<file path="src/rtl/core/weighted_relative_l1_distance_unit_defines.svh">
// ----------------------------------------------------------------------------
// Weighted relative L1 distance unit: assertion macros
// Concurrent assertion wrappers on clk_i with reset rst_ni; empty in synthesis.
// ----------------------------------------------------------------------------
`ifndef WEIGHTED_RELATIVE_L1_DISTANCE_UNIT_DEFINES_SVH
`define WEIGHTED_RELATIVE_L1_DISTANCE_UNIT_DEFINES_SVH

`ifndef SYNTHESIS
`define WRL1_ASSERT(lbl, prop, msg) \
  lbl: assert property (@(posedge clk_i) disable iff (!rst_ni) prop) else $error(msg);
`define WRL1_ASSERT_NEVER(lbl, expr, msg) \
  lbl: assert property (@(posedge clk_i) disable iff (!rst_ni) !(expr)) else $error(msg);
`else
`define WRL1_ASSERT(lbl, prop, msg)
`define WRL1_ASSERT_NEVER(lbl, expr, msg)
`endif

`endif

</file>
<file path="src/rtl/core/wrl1_pkg.sv">
// ----------------------------------------------------------------------------
// Weighted relative L1 distance unit: package
// Shared widths, defaults, sequencer states and divider status type.
// ----------------------------------------------------------------------------
`timescale 1ns / 1ps

package wrl1_pkg;

  localparam int unsigned MaxElementsDef = 65536;
  localparam int unsigned FracBitsDef    = 16;

  localparam int unsigned ValW     = 17;
  localparam int unsigned WgtW     = 16;
  localparam int unsigned ProdW    = 2 * WgtW;
  localparam int unsigned MulAW    = ProdW;
  localparam int unsigned MulBW    = ValW;
  localparam int unsigned MulPW    = MulAW + MulBW;
  localparam int unsigned AccW     = 64;
  localparam int unsigned ResW     = 32;
  localparam int unsigned CfgW     = 32;
  localparam int unsigned InDataW  = 72;
  localparam int unsigned OutDataW = 2 * ResW;

  typedef enum logic [2:0] {
    ST_IDLE,
    ST_MUL_W,
    ST_MUL_N,
    ST_MUL_D,
    ST_ACC_D,
    ST_CHECK,
    ST_DIV,
    ST_EMIT
  } wrl1_state_e;

  typedef struct packed {
    logic busy;
    logic done;
  } wrl1_div_stat_t;

endpackage

</file>
<file path="src/rtl/core/wrl1_mult.sv">
// ----------------------------------------------------------------------------
// Weighted relative L1 distance unit: shared multiplier
// One registered unsigned multiplier used for every product of an element.
// ----------------------------------------------------------------------------
`timescale 1ns / 1ps

module wrl1_mult (
  input  logic                       clk_i,
  input  logic                       rst_ni,
  input  logic [wrl1_pkg::MulAW-1:0] a_i,
  input  logic [wrl1_pkg::MulBW-1:0] b_i,
  output logic [wrl1_pkg::MulPW-1:0] p_o
);

  logic [wrl1_pkg::MulPW-1:0] p_q;
  logic [wrl1_pkg::MulPW-1:0] p_d;

  assign p_d = wrl1_pkg::MulPW'(a_i) * wrl1_pkg::MulPW'(b_i);

  always_ff @(posedge clk_i or negedge rst_ni) begin
    if (!rst_ni) begin
      p_q <= '0;
    end else begin
      p_q <= p_d;
    end
  end

  assign p_o = p_q;

endmodule

</file>
<file path="src/rtl/core/wrl1_div.sv">
// ----------------------------------------------------------------------------
// Weighted relative L1 distance unit: ratio divider
// Restoring divider, one quotient bit per cycle, saturating to 32 bits.
// ----------------------------------------------------------------------------
`timescale 1ns / 1ps

module wrl1_div #(
  parameter int unsigned FRAC_BITS = wrl1_pkg::FracBitsDef
) (
  input  logic                         clk_i,
  input  logic                         rst_ni,
  input  logic                         start_i,
  input  logic [wrl1_pkg::AccW-1:0]    num_i,
  input  logic [wrl1_pkg::AccW-1:0]    den_i,
  output logic [wrl1_pkg::ResW-1:0]    quot_o,
  output wrl1_pkg::wrl1_div_stat_t     stat_o
);

  localparam int unsigned Steps = wrl1_pkg::AccW + FRAC_BITS;
  localparam int unsigned CntW  = $clog2(Steps);

  logic                        active_q;
  logic                        done_q;
  logic [CntW-1:0]             cnt_q;
  logic [wrl1_pkg::AccW-1:0]   rem_q, rem_d;
  logic [wrl1_pkg::AccW-1:0]   dvd_q;
  logic [wrl1_pkg::AccW-1:0]   den_q;
  logic [wrl1_pkg::ResW-1:0]   quo_q;
  logic                        ovf_q;
  logic [wrl1_pkg::AccW:0]     shifted;
  logic [wrl1_pkg::AccW:0]     diff;
  logic                        ge;

  assign shifted = {rem_q, dvd_q[wrl1_pkg::AccW-1]};
  assign diff    = shifted - {1'b0, den_q};
  assign ge      = shifted >= {1'b0, den_q};
  assign rem_d   = ge ? diff[wrl1_pkg::AccW-1:0] : shifted[wrl1_pkg::AccW-1:0];

  always_ff @(posedge clk_i or negedge rst_ni) begin
    if (!rst_ni) begin
      active_q <= 1'b0;
      done_q   <= 1'b0;
      cnt_q    <= '0;
    end else begin
      done_q <= 1'b0;
      if (start_i) begin
        active_q <= 1'b1;
        cnt_q    <= '0;
      end else if (active_q) begin
        cnt_q <= cnt_q + 1'b1;
        if (cnt_q == CntW'(Steps - 1)) begin
          active_q <= 1'b0;
          done_q   <= 1'b1;
        end
      end
    end
  end

  always_ff @(posedge clk_i) begin
    if (start_i) begin
      rem_q <= '0;
      dvd_q <= num_i;
      den_q <= den_i;
      quo_q <= '0;
      ovf_q <= 1'b0;
    end else if (active_q) begin
      rem_q <= rem_d;
      dvd_q <= {dvd_q[wrl1_pkg::AccW-2:0], 1'b0};
      quo_q <= {quo_q[wrl1_pkg::ResW-2:0], ge};
      ovf_q <= ovf_q | quo_q[wrl1_pkg::ResW-1];
    end
  end

  assign quot_o      = ovf_q ? '1 : quo_q;
  assign stat_o.busy = active_q;
  assign stat_o.done = done_q;

endmodule

</file>
<file path="src/rtl/core/weighted_relative_l1_distance_unit.sv">
// ----------------------------------------------------------------------------
// Weighted relative L1 distance unit: top level
// Per element: three products through one shared multiplier.
// End of reference: a check state, then the bit-per-cycle divider, then
// an emit state; the divider is bypassed when the term is skipped.
// Asynchronous active-low reset clears accumulators, total and threshold.
// ----------------------------------------------------------------------------
`timescale 1ns / 1ps
`include "weighted_relative_l1_distance_unit_defines.svh"

module weighted_relative_l1_distance_unit #(
  parameter int unsigned MAX_ELEMENTS = wrl1_pkg::MaxElementsDef,
  parameter int unsigned FRAC_BITS    = wrl1_pkg::FracBitsDef
) (
  input  logic                          clk_i,
  input  logic                          rst_ni,
  input  logic                          cfg_valid_i,
  output logic                          cfg_ready_o,
  input  logic [wrl1_pkg::CfgW-1:0]     cfg_data_i,     // min_denominator
  input  logic                          s_axis_tvalid,
  output logic                          s_axis_tready,
  // cand_value[16:0], ref_value[33:17], row_weight[49:34], col_weight[65:50]
  input  logic [wrl1_pkg::InDataW-1:0]  s_axis_tdata,
  input  logic                          s_axis_tlast,   // end_of_reference
  input  logic                          s_axis_tuser,   // end_of_call
  output logic                          m_axis_tvalid,
  input  logic                          m_axis_tready,
  output logic [wrl1_pkg::OutDataW-1:0] m_axis_tdata,   // term[31:0], total[63:32]
  output logic                          m_axis_tlast,   // call_done
  output logic                          m_axis_tuser    // term_skipped
);

  localparam int unsigned CntW = $clog2(MAX_ELEMENTS + 1);
  localparam int unsigned VW   = wrl1_pkg::ValW;
  localparam int unsigned WW   = wrl1_pkg::WgtW;
  localparam int unsigned AW   = wrl1_pkg::AccW;
  localparam int unsigned RW   = wrl1_pkg::ResW;

  wrl1_pkg::wrl1_state_e     state_q, state_d;
  wrl1_pkg::wrl1_div_stat_t  div_stat;

  logic [wrl1_pkg::CfgW-1:0]  min_den_q;
  logic [VW-1:0]              cand_q, ref_q;
  logic [WW-1:0]              rw_q, cw_q;
  logic                       eor_q, eoc_q;
  logic [wrl1_pkg::ProdW-1:0] w_q;
  logic [AW-1:0]              num_acc_q, den_acc_q;
  logic [CntW-1:0]            elem_cnt_q;
  logic [RW-1:0]              total_q;
  logic                       skip_q;

  logic                       out_valid_q;
  logic [RW-1:0]              out_term_q, out_total_q;
  logic                       out_skip_q, out_done_q;

  logic                       in_fire;
  logic                       room;
  logic                       emit_fire;
  logic                       below_max;
  logic [VW-1:0]              diff;
  logic [wrl1_pkg::MulAW-1:0] mul_a;
  logic [wrl1_pkg::MulBW-1:0] mul_b;
  logic [wrl1_pkg::MulPW-1:0] prod;
  logic                       div_start;
  logic [RW-1:0]              div_quot;
  logic [AW:0]                num_sum, den_sum;
  logic [RW-1:0]              term;
  logic [RW:0]                tot_sum;
  logic [RW-1:0]              tot_new;

  assign cfg_ready_o = 1'b1;
  assign in_fire     = s_axis_tvalid && s_axis_tready;
  assign room        = !out_valid_q || m_axis_tready;
  assign emit_fire   = (state_q == wrl1_pkg::ST_EMIT) && room;
  assign below_max   = elem_cnt_q < CntW'(MAX_ELEMENTS);
  assign diff        = (cand_q >= ref_q) ? (cand_q - ref_q) : (ref_q - cand_q);

  wrl1_mult u_mult (
    .clk_i  (clk_i),
    .rst_ni (rst_ni),
    .a_i    (mul_a),
    .b_i    (mul_b),
    .p_o    (prod)
  );

  wrl1_div #(
    .FRAC_BITS (FRAC_BITS)
  ) u_div (
    .clk_i   (clk_i),
    .rst_ni  (rst_ni),
    .start_i (div_start),
    .num_i   (num_acc_q),
    .den_i   (den_acc_q),
    .quot_o  (div_quot),
    .stat_o  (div_stat)
  );

  always_comb begin
    state_d = state_q;
    unique case (state_q)
      wrl1_pkg::ST_IDLE: begin
        if (in_fire) begin
          if (below_max) begin
            state_d = wrl1_pkg::ST_MUL_W;
          end else if (s_axis_tlast) begin
            state_d = wrl1_pkg::ST_CHECK;
          end
        end
      end
      wrl1_pkg::ST_MUL_W: state_d = wrl1_pkg::ST_MUL_N;
      wrl1_pkg::ST_MUL_N: state_d = wrl1_pkg::ST_MUL_D;
      wrl1_pkg::ST_MUL_D: state_d = wrl1_pkg::ST_ACC_D;
      wrl1_pkg::ST_ACC_D: state_d = eor_q ? wrl1_pkg::ST_CHECK : wrl1_pkg::ST_IDLE;
      wrl1_pkg::ST_CHECK: begin
        state_d = (den_acc_q <= AW'(min_den_q)) ? wrl1_pkg::ST_EMIT : wrl1_pkg::ST_DIV;
      end
      wrl1_pkg::ST_DIV: begin
        if (div_stat.done) begin
          state_d = wrl1_pkg::ST_EMIT;
        end
      end
      wrl1_pkg::ST_EMIT: begin
        if (room) begin
          state_d = wrl1_pkg::ST_IDLE;
        end
      end
      default: state_d = wrl1_pkg::ST_IDLE;
    endcase
  end

  always_comb begin
    s_axis_tready = 1'b0;
    div_start     = 1'b0;
    mul_a         = w_q;
    mul_b         = ref_q;
    unique case (state_q)
      wrl1_pkg::ST_IDLE: s_axis_tready = 1'b1;
      wrl1_pkg::ST_MUL_W: begin
        mul_a = wrl1_pkg::MulAW'(rw_q);
        mul_b = wrl1_pkg::MulBW'(cw_q);
      end
      wrl1_pkg::ST_MUL_N: begin
        mul_a = prod[wrl1_pkg::ProdW-1:0];
        mul_b = diff;
      end
      wrl1_pkg::ST_CHECK: div_start = !(den_acc_q <= AW'(min_den_q));
      default: ;
    endcase
  end

  assign num_sum = {1'b0, num_acc_q} + (AW + 1)'(prod);
  assign den_sum = {1'b0, den_acc_q} + (AW + 1)'(prod);
  assign term    = skip_q ? '0 : div_quot;
  assign tot_sum = {1'b0, total_q} + {1'b0, term};
  assign tot_new = tot_sum[RW] ? '1 : tot_sum[RW-1:0];

  always_ff @(posedge clk_i or negedge rst_ni) begin
    if (!rst_ni) begin
      state_q     <= wrl1_pkg::ST_IDLE;
      min_den_q   <= '0;
      num_acc_q   <= '0;
      den_acc_q   <= '0;
      elem_cnt_q  <= '0;
      total_q     <= '0;
      skip_q      <= 1'b0;
      out_valid_q <= 1'b0;
    end else begin
      state_q <= state_d;
      if (cfg_valid_i) begin
        min_den_q <= cfg_data_i;
      end
      if (state_q == wrl1_pkg::ST_MUL_D) begin
        num_acc_q <= num_sum[AW] ? '1 : num_sum[AW-1:0];
      end
      if (state_q == wrl1_pkg::ST_ACC_D) begin
        den_acc_q  <= den_sum[AW] ? '1 : den_sum[AW-1:0];
        elem_cnt_q <= elem_cnt_q + 1'b1;
      end
      if (state_q == wrl1_pkg::ST_CHECK) begin
        skip_q <= den_acc_q <= AW'(min_den_q);
      end
      if (out_valid_q && m_axis_tready) begin
        out_valid_q <= 1'b0;
      end
      if (emit_fire) begin
        out_valid_q <= 1'b1;
        num_acc_q   <= '0;
        den_acc_q   <= '0;
        elem_cnt_q  <= '0;
        total_q     <= eoc_q ? '0 : tot_new;
      end
    end
  end

  always_ff @(posedge clk_i) begin
    if (in_fire) begin
      cand_q <= s_axis_tdata[VW-1:0];
      ref_q  <= s_axis_tdata[2*VW-1:VW];
      rw_q   <= s_axis_tdata[2*VW+WW-1:2*VW];
      cw_q   <= s_axis_tdata[2*VW+2*WW-1:2*VW+WW];
      eor_q  <= s_axis_tlast;
      eoc_q  <= s_axis_tuser;
    end
    if (state_q == wrl1_pkg::ST_MUL_N) begin
      w_q <= prod[wrl1_pkg::ProdW-1:0];
    end
    if (emit_fire) begin
      out_term_q  <= term;
      out_total_q <= tot_new;
      out_skip_q  <= skip_q;
      out_done_q  <= eoc_q;
    end
  end

  assign m_axis_tvalid = out_valid_q;
  assign m_axis_tdata  = {out_total_q, out_term_q};
  assign m_axis_tlast  = out_done_q;
  assign m_axis_tuser  = out_skip_q;

  `WRL1_ASSERT(a_skip_term_zero, (m_axis_tvalid && m_axis_tuser) |-> (m_axis_tdata[RW-1:0] == '0), "skipped term not zero")
  `WRL1_ASSERT(a_acc_clear, emit_fire |=> (num_acc_q == '0 && den_acc_q == '0 && elem_cnt_q == '0), "accumulators not cleared after result")
  `WRL1_ASSERT(a_div_done_state, div_stat.done |-> (state_q == wrl1_pkg::ST_DIV), "divider finished outside divide phase")
  `WRL1_ASSERT_NEVER(a_no_accept_busy, in_fire && div_stat.busy, "input accepted while divider busy")

endmodule

</file>
<file path="config.mk">
export PLATFORM = sky130hd
export DESIGN_NAME = weighted_relative_l1_distance_unit
export DESIGN_NICKNAME = d
export VERILOG_FILES = /design/src/rtl/core/wrl1_pkg.sv /design/src/rtl/core/wrl1_mult.sv /design/src/rtl/core/wrl1_div.sv /design/src/rtl/core/weighted_relative_l1_distance_unit.sv
export VERILOG_INCLUDE_DIRS = /design/src /design/src/rtl/core
export SDC_FILE = /design/constraint.sdc
export NUM_CORES = 2
export LEC_CHECK = 0
export ABC_CLOCK_PERIOD_IN_PS = 8400
export BUFFER_PORTS_ARGS = -buffer_cell sky130_fd_sc_hd__buf_2
export CORE_UTILIZATION = 55
export CTS_BUF_LIST = sky130_fd_sc_hd__clkbuf_8
export CTS_CLUSTER_SIZE = 20
export DETAILED_ROUTE_END_ITERATION = 10
export PLACE_DENSITY = 0.75
export SKIP_CTS_REPAIR_TIMING = 1
export SLEW_MARGIN = 20
export SYNTH_ARGS = -nofsm -noshare
export SYNTH_HDL_FRONTEND = slang
export SYNTH_SLANG_ARGS = --single-unit
</file>
<file path="constraint.sdc">
create_clock -name clk_i -period 8.4 [get_ports clk_i]
set_input_delay 1.68 -clock clk_i [delete_from_list [all_inputs] [get_ports clk_i]]
set_output_delay 1.68 -clock clk_i [all_outputs]
set_load 0.01 [all_outputs]
</file>
==> impl_metrics.py <==
metrics = {
    "setup_path": {
        "critical_path.max_fanout": 7,
        "r2r-start": "cand_q[3]",
        "regToRegSetupSlack_ns": -0.76,
        "reg2reg_depth": 37,
        "slowest_delay_ns": 0.56,
        "cp_data_required_time_ns": 9.12,
        "cp-end-kind": "flop",
        "cp.arrival_ns": 9.87,
        "r2r-end": "u_mult.p_o[47]",
        "cpMostUsedCell": "fa_1",
        "crit_family": "adder cells",
        "critPathLaunchType": "flop",
        "crit_type": "flop to flop",
        "critPathSlowestCell": "fa_2",
        "path_buf_inv": 6,
    },
    "status": {
        "violations": "setup timing",
        "status": "complete, but fails checks",
    },
    "grt": {
        "antenna_found_initial": 4,
        "grt_pass1_wl_um": 245000,
        "grt_usage_pct": 30.3,
        "grt-ovfl-total": 0,
        "grt_pass1_vias": 45600,
        "grt_max_degree": 208,
    },
    "clock_network": {
        "clk_transition_reported_paths_ns": 0.06,
        "numClockSinks": 663,
        "cts.path.max_buffers": 3,
        "cts_tree": "done",
        "clkLatencyLatePin_ns": 0.83,
        "htreeDepth": 3,
        "cts_buffers": 113,
        "cts_root_buf": "clkbuf_8",
    },
    "die": {
        "initial_core_util_pct": 55.6,
        "die_w_um": 320,
        "die_h_um": 320,
        "ios": 180,
        "num_rows": 116,
        "die-area_um2": 103000,
        "coreArea_um2": 100000,
    },
    "synth": {
        "syn_area_um2": 55700,
        "ys_top_cells_by_count": "731 x inv_1, 572 x nor2_1, 571 x nand2_1",
        "synth_cells": 6023,
        "synth_edf_count": 294,
        "async_reset_ff_share_pct": 41.0,
        "synth.most_common_cell": "inv_1",
        "ys_types": 101,
        "yosysTopAreaCell": "fa_1",
        "yosysWarnings": 0,
        "ys_seq_area_share_pct": 31.5,
        "netlist.area_leader.share_pct": 16.3,
        "synth_seq_cells": 663,
        "synth.avg_cell_area_um2": 9.25,
        "synthTopCellsByArea": "fa_1 16%, edfxtp_1 16%, dfrtp_1 12%",
        "synth_fp_nets": 6973,
        "synth_top_flop_cell": "edfxtp_1",
    },
    "route": {
        "drc": 0,
        "highest_layer": "met4",
        "wl_per_cell_um": 20.0,
        "totalWireLength_um": 157000,
        "drtAntennaViolNets": 0,
        "vias": 45400,
        "viasPerCell": 5.78,
        "route.met2.wl_um": 73400,
        "drt_iter0_markers": 3326,
        "wl_met3_um": 12000,
        "dr.pass1.iters": 6,
        "wl_met1_um": 63900,
    },
    "sta": {
        "finalCriticalPeriod_ns": 9.16,
        "fin_ws_ns": -0.756,
        "skew_ns": 0.0633,
        "rsz0062_at_grt": "true",
        "slew_headroom_pct": 9.32,
        "setup_viol_count_final": 21,
        "fmax_ghz": 0.109,
        "timing.hold.ws_ns": 0.500,
        "max_slew.worst_pin.slew_ns": 1.33,
        "hold_viol": 0,
        "slew_viol_final": 0,
        "finalCritPeriodShare_pct": 109,
    },
    "hold_path": {
        "min_from": "den_acc_q[63]",
        "hold_class": "flop to flop",
        "min_to": "u_div.den_q[63]",
        "min_path_cells": 0,
    },
    "cells_and_area": {
        "nets": 7349,
        "syn2layout_area_growth_pct": 14.3,
        "fill_cells": 8351,
        "drive_gt1_share_pct": 15.3,
    },
    "run": {
        "maxCapViolCount": 0,
    },
    "placement": {
        "post-place-ws_ns": -0.823,
        "io_buffers": 172,
        "place_congestion": 0.952,
        "dpl.hpwl_um": 119000,
    },
}
[flip-flops by register name, indices dropped and copies added, names as in the netlist, 3 cells and up]
name,flops
out_total_q,32
u_div.quo_q,32
u_div.den_q,64
u_div.cnt_q,7
ref_q,17
cand_q,17
w_q,32
cw_q,16
den_acc_q,64
out_term_q,32
rw_q,16
u_div.rem_q,64
elem_cnt_q,17
u_div.dvd_q,64
total_q,32
state_q,3
u_mult.p_o,49
num_acc_q,64
min_den_q,32
[per-layer routing]
layer | vias to the layer above | track usage [%]
met5 | - | 0
met4 | 0 | 13.1
met3 | 351 | 5.90
met2 | 1636 | 50.0
met1 | 22200 | 38.9
li1 | 21200 | -
[cell type report]
cell class	instances	area (um^2)	share of cell area [%]
flip-flops and latches	663	17600	27.6
diodes	4	10.0	0.0157
multi-input cells	4321	35000	55.0
inverters	734	2760	4.33
clock buffers	123	1690	2.66
repair buffers	566	4290	6.74
well taps	1357	1700	2.67
clock inverters	91	611	0.959
[cell families (layout without fill, tap and decap cells)]
| kind of cell | Yosys count | in the layout | synth area share [%] |
|---|---|---|---|
| simple gates | 1697 | 1697 | 13.7 |
| buf+inv | 1040 | 1514 | 7.20 |
| other cells | 1 | 5 | 0.00673 |
| flops | 663 | 663 | 31.5 |
| xor+xnor | 243 | 243 | 3.82 |
| fa+ha+maj | 839 | 839 | 25.0 |
| compound gates | 1403 | 1404 | 16.1 |
| mux | 137 | 137 | 2.64 |
[worst register-to-register path, delay by kind of cell (launching register included)]
family | cells | cell delay (ns)
xor gates and xnor gates | 1 | 0.14
muxes | 2 | 0.69
AOI/OAI and AO/OA | 17 | 3.36
DFF | 1 | 0.41
adders and majority gates | 8 | 3.51
and+or+nand+nor | 3 | 0.33
buffers and inverters | 6 | 0.64
[through the flow]
stage	area (um^2)	instances	util [%]	setup TNS, ns
floorplan	56000	6023	-	-0.216
global placement	60400	7609	60.3	-8.72
detailed placement	60400	7609	60.3	-10.28
CTS	62700	7823	62.6	-11.57
global route	63700	7856	63.5	-14.94
finish	63700	7859	63.5	-8.04
[worst max-delay path by stage]
stage,slack [ns],cells past startpoint,start,endpoint
2_1_floorplan,-0.18,35,ref_q[3],u_mult.p_o[47]
3_3_place_gp,-0.77,38,ref_q[3],u_mult.p_o[42]
3_5_place_dp,-0.82,39,ref_q[3],u_mult.p_o[42]
4_1_cts,-0.88,39,ref_q[3],u_mult.p_o[42]
5_1_grt,-1.04,40,ref_q[3],u_mult.p_o[47]
6_report,-0.76,37,cand_q[3],u_mult.p_o[47]
[cells in the final DEF, fill, tap and decap left out, drive strengths merged, types with 13 or more instances in the layout]
cell / instances
fa: 455
o21bai: 43
or2: 13
dfrtp: 272
o21a: 25
a22oi: 17
nand2: 571
a31oi: 50
nor4: 16
xnor2: 139
o211ai: 14
inv: 788
and4: 13
a22o: 46
nand4: 72
o22a: 33
nor3: 51
and3: 36
clkbuf: 125
edfxtp: 294
a211oi: 91
xor2: 104
buf: 564
o22ai: 27
o21ai: 225
mux2i: 62
nand3: 89
nor2: 573
nand2b: 107
clkinv: 31
mux2: 75
ha: 384
a21oi: 528
nor2b: 55
and2: 73
a21o: 168
dfxtp: 97
Power is left out: the tool's default activity adds up to more than one toggle a clock period on the data nets, which glitch-free logic cannot reach.
